[src/hw/rtl/checked_16bit_alu_defines.svh]
// assertion macros for the rtl
`ifndef CHECKED_16BIT_ALU_DEFINES_SVH
`define CHECKED_16BIT_ALU_DEFINES_SVH

// property that must hold on every clock outside reset
`define CAL_ASSERT_ALWAYS(lbl, cond, msg) \
  lbl: assert property (@(posedge clk) disable iff (rst) (cond)) else $error(msg);

// implication checked on every clock outside reset
`define CAL_ASSERT_IMPL(lbl, ante, cons, msg) \
  lbl: assert property (@(posedge clk) disable iff (rst) (ante) |-> (cons)) else $error(msg);

`endif

[src/hw/rtl/cal_pkg.sv]
package cal_pkg;

  localparam int unsigned WORD_W    = 16;
  localparam int unsigned NUM_CELLS = WORD_W;

  typedef enum logic [3:0] {
    OP_MUL = 4'd0,
    OP_DIV = 4'd1,
    OP_MOD = 4'd2,
    OP_ADD = 4'd3,
    OP_SUB = 4'd4,
    OP_SHL = 4'd5,
    OP_SHR = 4'd6,
    OP_AND = 4'd7,
    OP_XOR = 4'd8,
    OP_OR  = 4'd9
  } cal_op_t;

  typedef enum logic [1:0] {
    ST_OK       = 2'd0,
    ST_OVERFLOW = 2'd1,
    ST_DIVZERO  = 2'd2
  } cal_status_t;

  // item as it travels down the cell chain
  typedef struct packed {
    logic [3:0]        op;
    logic [WORD_W-1:0] rem;      // partial remainder
    logic [WORD_W-1:0] dq;       // dividend shifting out, quotient shifting in
    logic [WORD_W-1:0] divisor;
    logic [WORD_W-1:0] value;    // result of every non-division op
    cal_status_t       status;
  } cal_item_t;

endpackage

[src/hw/rtl/cal_in_if.sv]
interface cal_in_if;
  logic        valid;
  logic        ready;
  logic [3:0]  op;
  logic [15:0] left_operand;
  logic [15:0] right_operand;

  modport source (output valid, output op, output left_operand, output right_operand,
                  input ready);
  modport sink (input valid, input op, input left_operand, input right_operand,
                output ready);
endinterface

[src/hw/rtl/cal_out_if.sv]
interface cal_out_if;
  logic        valid;
  logic        ready;
  logic [15:0] result_value;
  logic [1:0]  status;

  modport source (output valid, output result_value, output status, input ready);
  modport sink (input valid, input result_value, input status, output ready);
endinterface

[src/hw/rtl/cal_front.sv]
module cal_front import cal_pkg::*; (
  input  logic [3:0]        op,
  input  logic [WORD_W-1:0] left_operand,
  input  logic [WORD_W-1:0] right_operand,
  output cal_item_t         item
);

  logic [2*WORD_W-1:0] prod;
  logic [WORD_W:0]     sum;
  logic [WORD_W-1:0]   hi_mask;
  logic                big_shift;
  logic [3:0]          sh;

  assign prod      = {{WORD_W{1'b0}}, left_operand} * {{WORD_W{1'b0}}, right_operand};
  assign sum       = {1'b0, left_operand} + {1'b0, right_operand};
  assign sh        = right_operand[3:0];
  assign big_shift = |right_operand[WORD_W-1:4];
  // bits that a left shift pushes out past the top
  assign hi_mask   = ~({WORD_W{1'b1}} >> sh);

  always_comb begin
    item.op      = op;
    item.rem     = '0;
    item.dq      = left_operand;
    item.divisor = right_operand;
    item.value   = '0;
    item.status  = ST_OK;
    case (cal_op_t'(op))
      OP_MUL: begin
        if (|prod[2*WORD_W-1:WORD_W]) item.status = ST_OVERFLOW;
        else item.value = prod[WORD_W-1:0];
      end
      OP_DIV, OP_MOD: begin
        if (right_operand == '0) item.status = ST_DIVZERO;
      end
      OP_ADD: begin
        if (sum[WORD_W]) item.status = ST_OVERFLOW;
        else item.value = sum[WORD_W-1:0];
      end
      OP_SUB: begin
        if (left_operand < right_operand) item.status = ST_OVERFLOW;
        else item.value = left_operand - right_operand;
      end
      OP_SHL: begin
        if (left_operand == '0) item.value = '0;
        else if (big_shift || ((left_operand & hi_mask) != '0)) item.status = ST_OVERFLOW;
        else item.value = left_operand << sh;
      end
      OP_SHR: begin
        item.value = big_shift ? '0 : (left_operand >> sh);
      end
      OP_AND: item.value = left_operand & right_operand;
      OP_XOR: item.value = left_operand ^ right_operand;
      OP_OR:  item.value = left_operand | right_operand;
      default: item.value = '0;
    endcase
  end

endmodule

[src/hw/rtl/cal_div_cell.sv]
module cal_div_cell import cal_pkg::*; (
  input  logic      clk,
  input  logic      rst,
  input  logic      up_valid,
  output logic      up_ready,
  input  cal_item_t up_item,
  output logic      dn_valid,
  input  logic      dn_ready,
  output cal_item_t dn_item
);

  cal_item_t       item_next;
  logic [WORD_W:0] trial;

  // one restoring division step: one quotient bit
  assign trial = {up_item.rem, up_item.dq[WORD_W-1]} - {1'b0, up_item.divisor};

  always_comb begin
    item_next = up_item;
    if (!trial[WORD_W]) begin
      item_next.rem = trial[WORD_W-1:0];
      item_next.dq  = {up_item.dq[WORD_W-2:0], 1'b1};
    end else begin
      item_next.rem = {up_item.rem[WORD_W-2:0], up_item.dq[WORD_W-1]};
      item_next.dq  = {up_item.dq[WORD_W-2:0], 1'b0};
    end
  end

  assign up_ready = !dn_valid || dn_ready;

  always_ff @(posedge clk) begin
    if (rst) begin
      dn_valid <= 1'b0;
    end else if (up_ready) begin
      dn_valid <= up_valid;
    end
  end

  always_ff @(posedge clk) begin
    if (up_ready && up_valid) begin
      dn_item <= item_next;
    end
  end

endmodule

[src/hw/rtl/checked_16bit_alu.sv]
// checked 16-bit unsigned alu
// cmd channel: op, left_operand, right_operand; a transfer happens when
//   valid and ready are both high at a rising clk edge
// rsp channel: result_value and status (ok, overflow/underflow, zero divisor);
//   result_value is zero whenever status is not ok
// path: a cmd transfer reaches rsp valid through 16 division cells and then
//   the output register; a receiver stall holds it back longer
// throughput: one item per cycle unless the receiver stalls, set by the
//   division cells, each resolving one quotient bit and passing the item on each cycle
// every op travels the full chain so results leave in order
// reset (rst, synchronous) empties the chain and the output register
// when the receiver stalls, the output register holds its result and the
//   cells behind it keep filling any empty slots; cmd ready drops only once
//   every cell up to the input is occupied
`include "checked_16bit_alu_defines.svh"

module checked_16bit_alu import cal_pkg::*; (
  input logic      clk,
  input logic      rst,
  cal_in_if.sink   cmd,
  cal_out_if.source rsp
);

  logic [NUM_CELLS:0] valid_c;
  logic [NUM_CELLS:0] ready_c;
  cal_item_t          item_c [NUM_CELLS+1];

  logic [WORD_W-1:0]  result_next;

  // decode and compute every non-division op up front
  cal_front u_front (
    .op            (cmd.op),
    .left_operand  (cmd.left_operand),
    .right_operand (cmd.right_operand),
    .item          (item_c[0])
  );

  assign valid_c[0] = cmd.valid;
  assign cmd.ready  = ready_c[0];

  // chain of division cells
  for (genvar i = 0; i < NUM_CELLS; i++) begin : g_cell
    cal_div_cell u_cell (
      .clk      (clk),
      .rst      (rst),
      .up_valid (valid_c[i]),
      .up_ready (ready_c[i]),
      .up_item  (item_c[i]),
      .dn_valid (valid_c[i+1]),
      .dn_ready (ready_c[i+1]),
      .dn_item  (item_c[i+1])
    );
  end

  // output register parts the chain from the receiver
  assign ready_c[NUM_CELLS] = !rsp.valid || rsp.ready;

  always_comb begin
    result_next = item_c[NUM_CELLS].value;
    if (item_c[NUM_CELLS].status == ST_OK) begin
      case (cal_op_t'(item_c[NUM_CELLS].op))
        OP_DIV:  result_next = item_c[NUM_CELLS].dq;
        OP_MOD:  result_next = item_c[NUM_CELLS].rem;
        default: result_next = item_c[NUM_CELLS].value;
      endcase
    end else begin
      result_next = '0;
    end
  end

  always_ff @(posedge clk) begin
    if (rst) begin
      rsp.valid <= 1'b0;
    end else if (ready_c[NUM_CELLS]) begin
      rsp.valid <= valid_c[NUM_CELLS];
    end
  end

  always_ff @(posedge clk) begin
    if (ready_c[NUM_CELLS] && valid_c[NUM_CELLS]) begin
      rsp.result_value <= result_next;
      rsp.status       <= item_c[NUM_CELLS].status;
    end
  end

  // a failed op never carries a value
  `CAL_ASSERT_IMPL(a_err_zero, rsp.valid && (rsp.status != ST_OK), rsp.result_value == '0, "nonzero result with error status")
  // a finished division leaves a remainder below its divisor
  `CAL_ASSERT_IMPL(a_rem_range, valid_c[NUM_CELLS] && (item_c[NUM_CELLS].divisor != '0), item_c[NUM_CELLS].rem < item_c[NUM_CELLS].divisor, "remainder not below divisor")
  // an empty output register means nothing in the chain can be stuck
  `CAL_ASSERT_IMPL(a_ready_free, !rsp.valid, cmd.ready, "cmd not ready with empty output")

endmodule
[src/flat_wrapper.sv]
// flat-port wrapper written by rule: the top's interface ports become plain ports
module checked_16bit_alu_flat import cal_pkg::*;
  (clk, rst, cmd_valid, cmd_op, cmd_left_operand, cmd_right_operand, cmd_ready, rsp_valid, rsp_result_value, rsp_status, rsp_ready);
  cal_in_if cmd_i ();
  cal_out_if rsp_i ();
  input logic clk;
  input logic rst;
  input wire logic [$bits(cmd_i.valid)-1:0] cmd_valid;
  input wire logic [$bits(cmd_i.op)-1:0] cmd_op;
  input wire logic [$bits(cmd_i.left_operand)-1:0] cmd_left_operand;
  input wire logic [$bits(cmd_i.right_operand)-1:0] cmd_right_operand;
  output wire logic [$bits(cmd_i.ready)-1:0] cmd_ready;
  output wire logic [$bits(rsp_i.valid)-1:0] rsp_valid;
  output wire logic [$bits(rsp_i.result_value)-1:0] rsp_result_value;
  output wire logic [$bits(rsp_i.status)-1:0] rsp_status;
  input wire logic [$bits(rsp_i.ready)-1:0] rsp_ready;
  assign cmd_i.valid = cmd_valid;
  assign cmd_i.op = cmd_op;
  assign cmd_i.left_operand = cmd_left_operand;
  assign cmd_i.right_operand = cmd_right_operand;
  assign cmd_ready = cmd_i.ready;
  assign rsp_valid = rsp_i.valid;
  assign rsp_result_value = rsp_i.result_value;
  assign rsp_status = rsp_i.status;
  assign rsp_i.ready = rsp_ready;
  checked_16bit_alu u_core (.clk(clk), .rst(rst), .cmd(cmd_i), .rsp(rsp_i));
endmodule
[config.mk]
export PLATFORM = sky130hd
export DESIGN_NAME = checked_16bit_alu_flat
export DESIGN_NICKNAME = d
export VERILOG_FILES = /design/src/hw/rtl/cal_pkg.sv /design/src/hw/rtl/cal_in_if.sv /design/src/hw/rtl/cal_out_if.sv /design/src/hw/rtl/cal_front.sv /design/src/hw/rtl/cal_div_cell.sv /design/src/hw/rtl/checked_16bit_alu.sv /design/src/flat_wrapper.sv
export VERILOG_INCLUDE_DIRS = /design/src /design/src/hw/rtl
export SDC_FILE = /design/constraint.sdc
export NUM_CORES = 2
export LEC_CHECK = 0
export ABC_AREA = 1
export ABC_CLOCK_PERIOD_IN_PS = 18850
export CAP_MARGIN = 20
export CELL_PAD_IN_SITES_DETAIL_PLACEMENT = 1
export CELL_PAD_IN_SITES_GLOBAL_PLACEMENT = 2
export CORE_UTILIZATION = 45
export DETAILED_ROUTE_END_ITERATION = 8
export DONT_BUFFER_PORTS = 1
export PLACE_DENSITY = 0.92
export SLEW_MARGIN = 30
export SYNTH_ARGS = -nofsm -noshare
export SYNTH_HDL_FRONTEND = slang
export SYNTH_HIERARCHICAL = 1
export SYNTH_SLANG_ARGS = --single-unit
[constraint.sdc]
create_clock -name clk -period 18.85 [get_ports clk]
set_input_delay 4.7125 -clock clk [delete_from_list [all_inputs] [get_ports clk]]
set_output_delay 4.7125 -clock clk [all_outputs]
set_load 0.02 [all_outputs]
; ---- Word level (Yosys, flattened, before mapping)
; Index checks and enable logic that the tools add are counted.
[classes]
addsub = 18
multipliers = 1
n_div = 0
order_cmp = 1
eq_ne = 11
shifts = 3
n_mux = 31
n_bitwise = 5
reduce_logical = 60
[op_table]
columns = op, n
row1 = 32-bit 2-to-1 mux, 15
row2 = 17-bit by 16-bit subtractor with 17-bit output, 15
row3 = 16-bit one-hot mux with 8 select lines, 1
row4 = 16-bit 2-to-1 mux, 6
row5 = 16-bit AND, 2
row6 = 16-bit zero test, 2
row7 = 16-bit by 16-bit multiplier with 32-bit output, 1
row8 = 16-bit one-hot mux with 2 select lines, 1
row9 = 1-bit logical OR, 18
row10 = 16-bit by 16-bit adder with 17-bit output, 1
row11 = 1-bit logical AND, 17
row12 = 1-bit zero test, 17
row13 = 17-bit 2-to-1 mux, 1
row14 = 1-bit by 16-bit subtractor with 17-bit output, 1
row15 = 4-bit by 3-bit equality test with 1-bit output (second input constant), 4
row16 = 16-bit < comparator, 1
row17 = 16-bit inverter, 1
row18 = 16-bit bitwise OR, 1
row19 = 16-bit nonzero test, 1
row20 = 16-bit OR reduction, 1
row21 = 16-bit by 4-bit << shifter with 16-bit output, 1
row22 = 16-bit by 4-bit right shift with 16-bit output, 1
row23 = 16-bit by 4-bit right shift with 16-bit output (first input constant), 1
row24 = 16-bit subtractor, 1
row25 = 11 further kinds, 19
[totals]
ff_bits = 1139
latchBits = 0
ram_bits = 0
mem_bits_ro = 0
in_bits = 40
output_inout_bits = 20
memories = 0

; ---- Longest topological paths before layout
[logic_depth]
depth_word = 19
mapped_depth = 35

; ---- Cells and area by module
; Netlist, hierarchy kept.
[by_module_without_submodules]
columns = module, instances, cells_per_inst, area_each_um2, seq_area_each_um2
row1 = cal_div_cell at u_core.g_cell[0].u_cell ..., 14, 358, 3593.4, 2122.0
row2 = cal_front, 1, 2152, 13782.0, 0.0
row3 = cal_div_cell at u_core.g_cell[8].u_cell ..., 2, 359, 3691.0, 2122.0
row4 = checked_16bit_alu, 1, 137, 1255.0, 560.5

; ---- Worst setup path after synthesis
; Ideal clock, no wire load.
[synth_path]
kind = input port to output port
from = input rsp_ready
to = output cmd_ready
t_arrival_ns = 6.751
t_required_ns = 14.137
setup_slack_ns = 7.387
cell_stages = 34
path_buffers = 0
path_cell_list = inv_1 nand2_1 inv_1 nand2_1 inv_1 nand2_1 inv_1 nand2_1 inv_1 nand2_1 inv_1 nand2_1 inv_1 nand2_1 inv_1 nand2_1 inv_1 nand2_1 inv_1 nand2_1 inv_1 nand2_1 inv_1 nand2_1 inv_1 nand2_1 inv_1 nand2_1 inv_1 nand2_1 inv_1 nand2_1 inv_1 nand2_1
[synth_via]
elab_chain_len = 17
[synth_lines]
columns = element, line
row1 = start: declaration, flat_wrapper.sv:16  ; input wire logic [$bits(rsp_i.ready)-1:0] rsp_ready;
row2 = 1-bit logical OR, checked_16bit_alu.sv:56  ; assign ready_c[NUM_CELLS] = !rsp.valid || rsp.ready;
row3 = net u_core.ready_c[16], checked_16bit_alu.sv:25  ; logic [NUM_CELLS:0] ready_c;
row4 = 1-bit logical OR, cal_div_cell.sv:29  ; assign up_ready = !dn_valid || dn_ready;
row5 = net u_core.ready_c[15], checked_16bit_alu.sv:25
row6 = 1-bit logical OR, cal_div_cell.sv:29
row7 = net u_core.ready_c[14], checked_16bit_alu.sv:25
row8 = 1-bit logical OR, cal_div_cell.sv:29
row9 = net u_core.ready_c[13], checked_16bit_alu.sv:25
row10 = [1 not listed], --
row11 = net u_core.ready_c[12], checked_16bit_alu.sv:25
row12 = [1 not listed], --
row13 = net u_core.ready_c[11], checked_16bit_alu.sv:25
row14 = [1 not listed], --
row15 = net u_core.ready_c[10], checked_16bit_alu.sv:25
row16 = [1 not listed], --
row17 = net u_core.ready_c[9], checked_16bit_alu.sv:25
row18 = [1 not listed], --
row19 = net u_core.ready_c[8], checked_16bit_alu.sv:25
row20 = [1 not listed], --
row21 = net u_core.ready_c[7], checked_16bit_alu.sv:25
row22 = [1 not listed], --
row23 = net u_core.ready_c[6], checked_16bit_alu.sv:25
row24 = [1 not listed], --
row25 = net u_core.ready_c[5], checked_16bit_alu.sv:25
row26 = [1 not listed], --
row27 = net u_core.ready_c[4], checked_16bit_alu.sv:25
row28 = 1-bit logical OR, cal_div_cell.sv:29
row29 = net u_core.ready_c[3], checked_16bit_alu.sv:25
row30 = 1-bit logical OR, cal_div_cell.sv:29
row31 = net u_core.ready_c[2], checked_16bit_alu.sv:25
row32 = 1-bit logical OR, cal_div_cell.sv:29
row33 = net u_core.ready_c[1], checked_16bit_alu.sv:25
row34 = 1-bit logical OR, cal_div_cell.sv:29
row35 = end: declaration, flat_wrapper.sv:12  ; output wire logic [$bits(cmd_i.ready)-1:0] cmd_ready;
; The timed path passes the listed nets, and every way through them passes these cells.

; ---- Worst setup path after layout
; Same ends and word-level chain as after synthesis.

==> out/results.md <==
| Item | Value |
|:---|:---|
| Outcome | finished, final reports clean |
| Buffer cell driving the clock tree root | sky130_fd_sc_hd__clkbuf_16 |
| Switching part of the total power | 0.371 |
| Via count of the first global-routing pass | 57,025 |
| FP Rows | 146 |
| Wire per inst | 20.3 um |
| Static Leak | 0.0373 uW |
| Overall routing resource usage | 0.255 |
| Share of power burned in registers | 0.343 |
| Highest clock rate | 76.9 MHz |
| Fraction of power consumed by the clock network | 0.292 |
| Internal cell power | 5210 uW |
| Nets@finish | 8,626 |
| Worst-case setup slack after placement | 5.79 ns |
| Class of the worst hold path | flip-flop to flip-flop |
| First-pass GRT wire length | 322 mm |
| Hold Worst Slack | 0.372 ns |
| CTS sink cnt | 1,139 |
| Fillers | 18,403 |
| Count of buffers inserted at the top-level ports | 0 |
| CTS HTree Levels | 3 |
| Remaining Overflow, GRT | 0 |
| Setup repair after global routing missed its margin | no |
| Fin. max-slew vios | 0 |
| Slew of the pin with the lowest slew margin | 0.947 ns |
| Initial antenna violation count | 6 |
| CTS tree | yes |
| Min cycle time layout | 13.01 ns |
| Cell with the largest stage delay on the worst path | sky130_fd_sc_hd__nand2_1 |
| Width of the die | 403 um |
| Fraction of final layout cells with drive strength greater than 1 | 0.0940 |
| Wirelength, routed | 206 mm |
| Cts hold-fix bufs | 0 |
| Count of endpoints failing setup in the final report | 0 |
| Summed instance area of the synthesized netlist | 72,200 um^2 |
| Area added between synthesis and finish | 7.95% |
| Final non-filler cell total | 10,141 |
| Clock input transition at the sequential cells of the worst setup and hold paths | 0.06 ns |
| Number of CTS-inserted buffers | 119 |
| Total design power | 8280 uW |
| Placed wire-length estimate | 159 mm |
| Type of element launching the critical path | primary input |
| Area of the core | 159,000 um^2 |
| CP endpoint kind | primary output |
| Setup clock skew after layout | 0.0525 ns |
| Number of warnings reported in the yosys synthesis log | 6 |
| Placed Cells incl. Taps | 9,914 |
| Worst vdd ir | 0.000149 V |
| Initial standard-cell utilization of the core | 0.455 |
| Max transition margin | 0.368 |
| # IOs | 60 |
| Post-route DRC | 0 |
| Worst-case clock buffer depth | 3 |
| Pre-Repair DR Iteration Count | 7 |
| Power density over the cells | 106 nW/um^2 |
| Critical path data required time | 14.14 ns |
| Total via count in the routed design | 52,499 |
| Data arrival time of the critical path | 8.30 ns |
| Synthesized instance count | 8,003 |
| Pin count of the biggest net entering global routing | 71 |
| Synthesized area per cell | 9.03 um^2 |
| Largest stage delay on the critical path | 0.20 ns |
| Skew-Pair Late Insertion Delay | 0.77 ns |
| Psw | 3070 uW |
| Number of nets with antenna violations after routing | 0 |
| Area enclosed by the die boundary | 162,000 um^2 |
| Critical setup path kind | primary input to primary output |
| Detailed-route vias per instance | 5.18 |
| Setup TNS | 0 ns |
| Detailed Route Iter0 Violations | 2,765 |
| Final period util | 0.690 |
| Final count of hold timing violations | 0 |
| Number of buffers added for setup after CTS | 0 |
| Combinational fraction of design power | 0.365 |
| MaxCap Viol Count | 0 |
| Maximum fanout along the worst path | 2 |
| Gp weighted congestion | 0.909 |
| Slack of the critical path | 5.84 ns |
| Floorplan die height | 403 um |
| # resized after CTS | 0 |
## path summary, 6_finish.rpt
check / start / endpoint / slack (ns) / depth (start not counted)
max: rsp_ready / cmd_ready / 5.84 / 34
min: u_core/g_cell[5].u_cell/dn_item[1]$_DFFE_PP_ / u_core/g_cell[6].u_cell/dn_item[1]$_DFFE_PP_ / 0.37 / 0
max reg2reg: u_core/rsp.valid$_SDFFE_PP0P_ / u_core/g_cell[0].u_cell/dn_item[30]$_DFFE_PP_ / 13.71 / 34
min reg2reg: u_core/g_cell[5].u_cell/dn_item[1]$_DFFE_PP_ / u_core/g_cell[6].u_cell/dn_item[1]$_DFFE_PP_ / 0.37 / 0
## placed cells by master, fill, tap and decap left out, types with 22 or more instances in the layout
master / n
sky130_fd_sc_hd__nand2_1: 2360
sky130_fd_sc_hd__inv_1: 1582
sky130_fd_sc_hd__edfxtp_1: 1122
sky130_fd_sc_hd__nand3_1: 594
sky130_fd_sc_hd__ha_1: 409
sky130_fd_sc_hd__nand2_2: 289
sky130_fd_sc_hd__nor2_1: 286
sky130_fd_sc_hd__a21oi_1: 234
sky130_fd_sc_hd__fa_1: 212
sky130_fd_sc_hd__clkbuf_16: 119
sky130_fd_sc_hd__xor2_1: 82
sky130_fd_sc_hd__nand4_1: 67
sky130_fd_sc_hd__o21ai_0: 59
sky130_fd_sc_hd__nand2_4: 55
sky130_fd_sc_hd__xnor2_1: 52
sky130_fd_sc_hd__inv_2: 41
sky130_fd_sc_hd__and2_1: 39
sky130_fd_sc_hd__nand3b_1: 32
sky130_fd_sc_hd__a21oi_2: 27
sky130_fd_sc_hd__nor3_1: 27
sky130_fd_sc_hd__clkinv_2: 22
sky130_fd_sc_hd__or2_2: 22
## power by group through the flow
stage	sequential, uW	clock, uW	combinational (uW)
detailed placement	2900	0	3020
global route	2840	2550	3420
global placement	2890	0	2930
CTS	2840	2470	3040
floorplan	2880	0	2250
finish	2840	2410	3020
## registers in the layout, summed over array words and instances, names as in the netlist
name / flops
u_core/rsp.result_value: 16
u_core/g_cell.u_cell/dn_valid: 16
u_core/rsp.valid: 1
u_core/g_cell.u_cell/dn_item: 1104
u_core/rsp.status: 2
## metrics by stage
stage,cell area (um^2),utilization
global route,78000,0.491
detailed placement,73800,0.465
finish,78000,0.491
floorplan,72300,-
CTS,77900,0.490
global placement,73800,0.465
## final cells by class
cell class                      instances  area (um^2)  share of cell area
Clock inverter                         83          975              0.0125
Timing Repair Buffer                   24          235             0.00302
Clock buffer                          139         3100              0.0398
Sequential cell                      1139        34000               0.436
Antenna cell                            3         7.51           0.0000963
Tap cell                             2072         2590              0.0332
Inverter                             1627         6110              0.0783
Multi-Input combinational cell       5054        30900               0.397
## metal layers
metal  part of all wire  global-route usage  up-vias
met5           0.000063                   0        -
met4              0.040               0.101        2
met3              0.033              0.0293      390
met2               0.52               0.473      979
met1               0.41               0.300    25928
li1                   -                   -    25200
## worst max-delay path: cells and delay by family
kind,cells,cell delay [ns]
simple gates,17,1.60
buf+inv,17,1.98
Note: power is estimated with default switching activity, not from simulation.
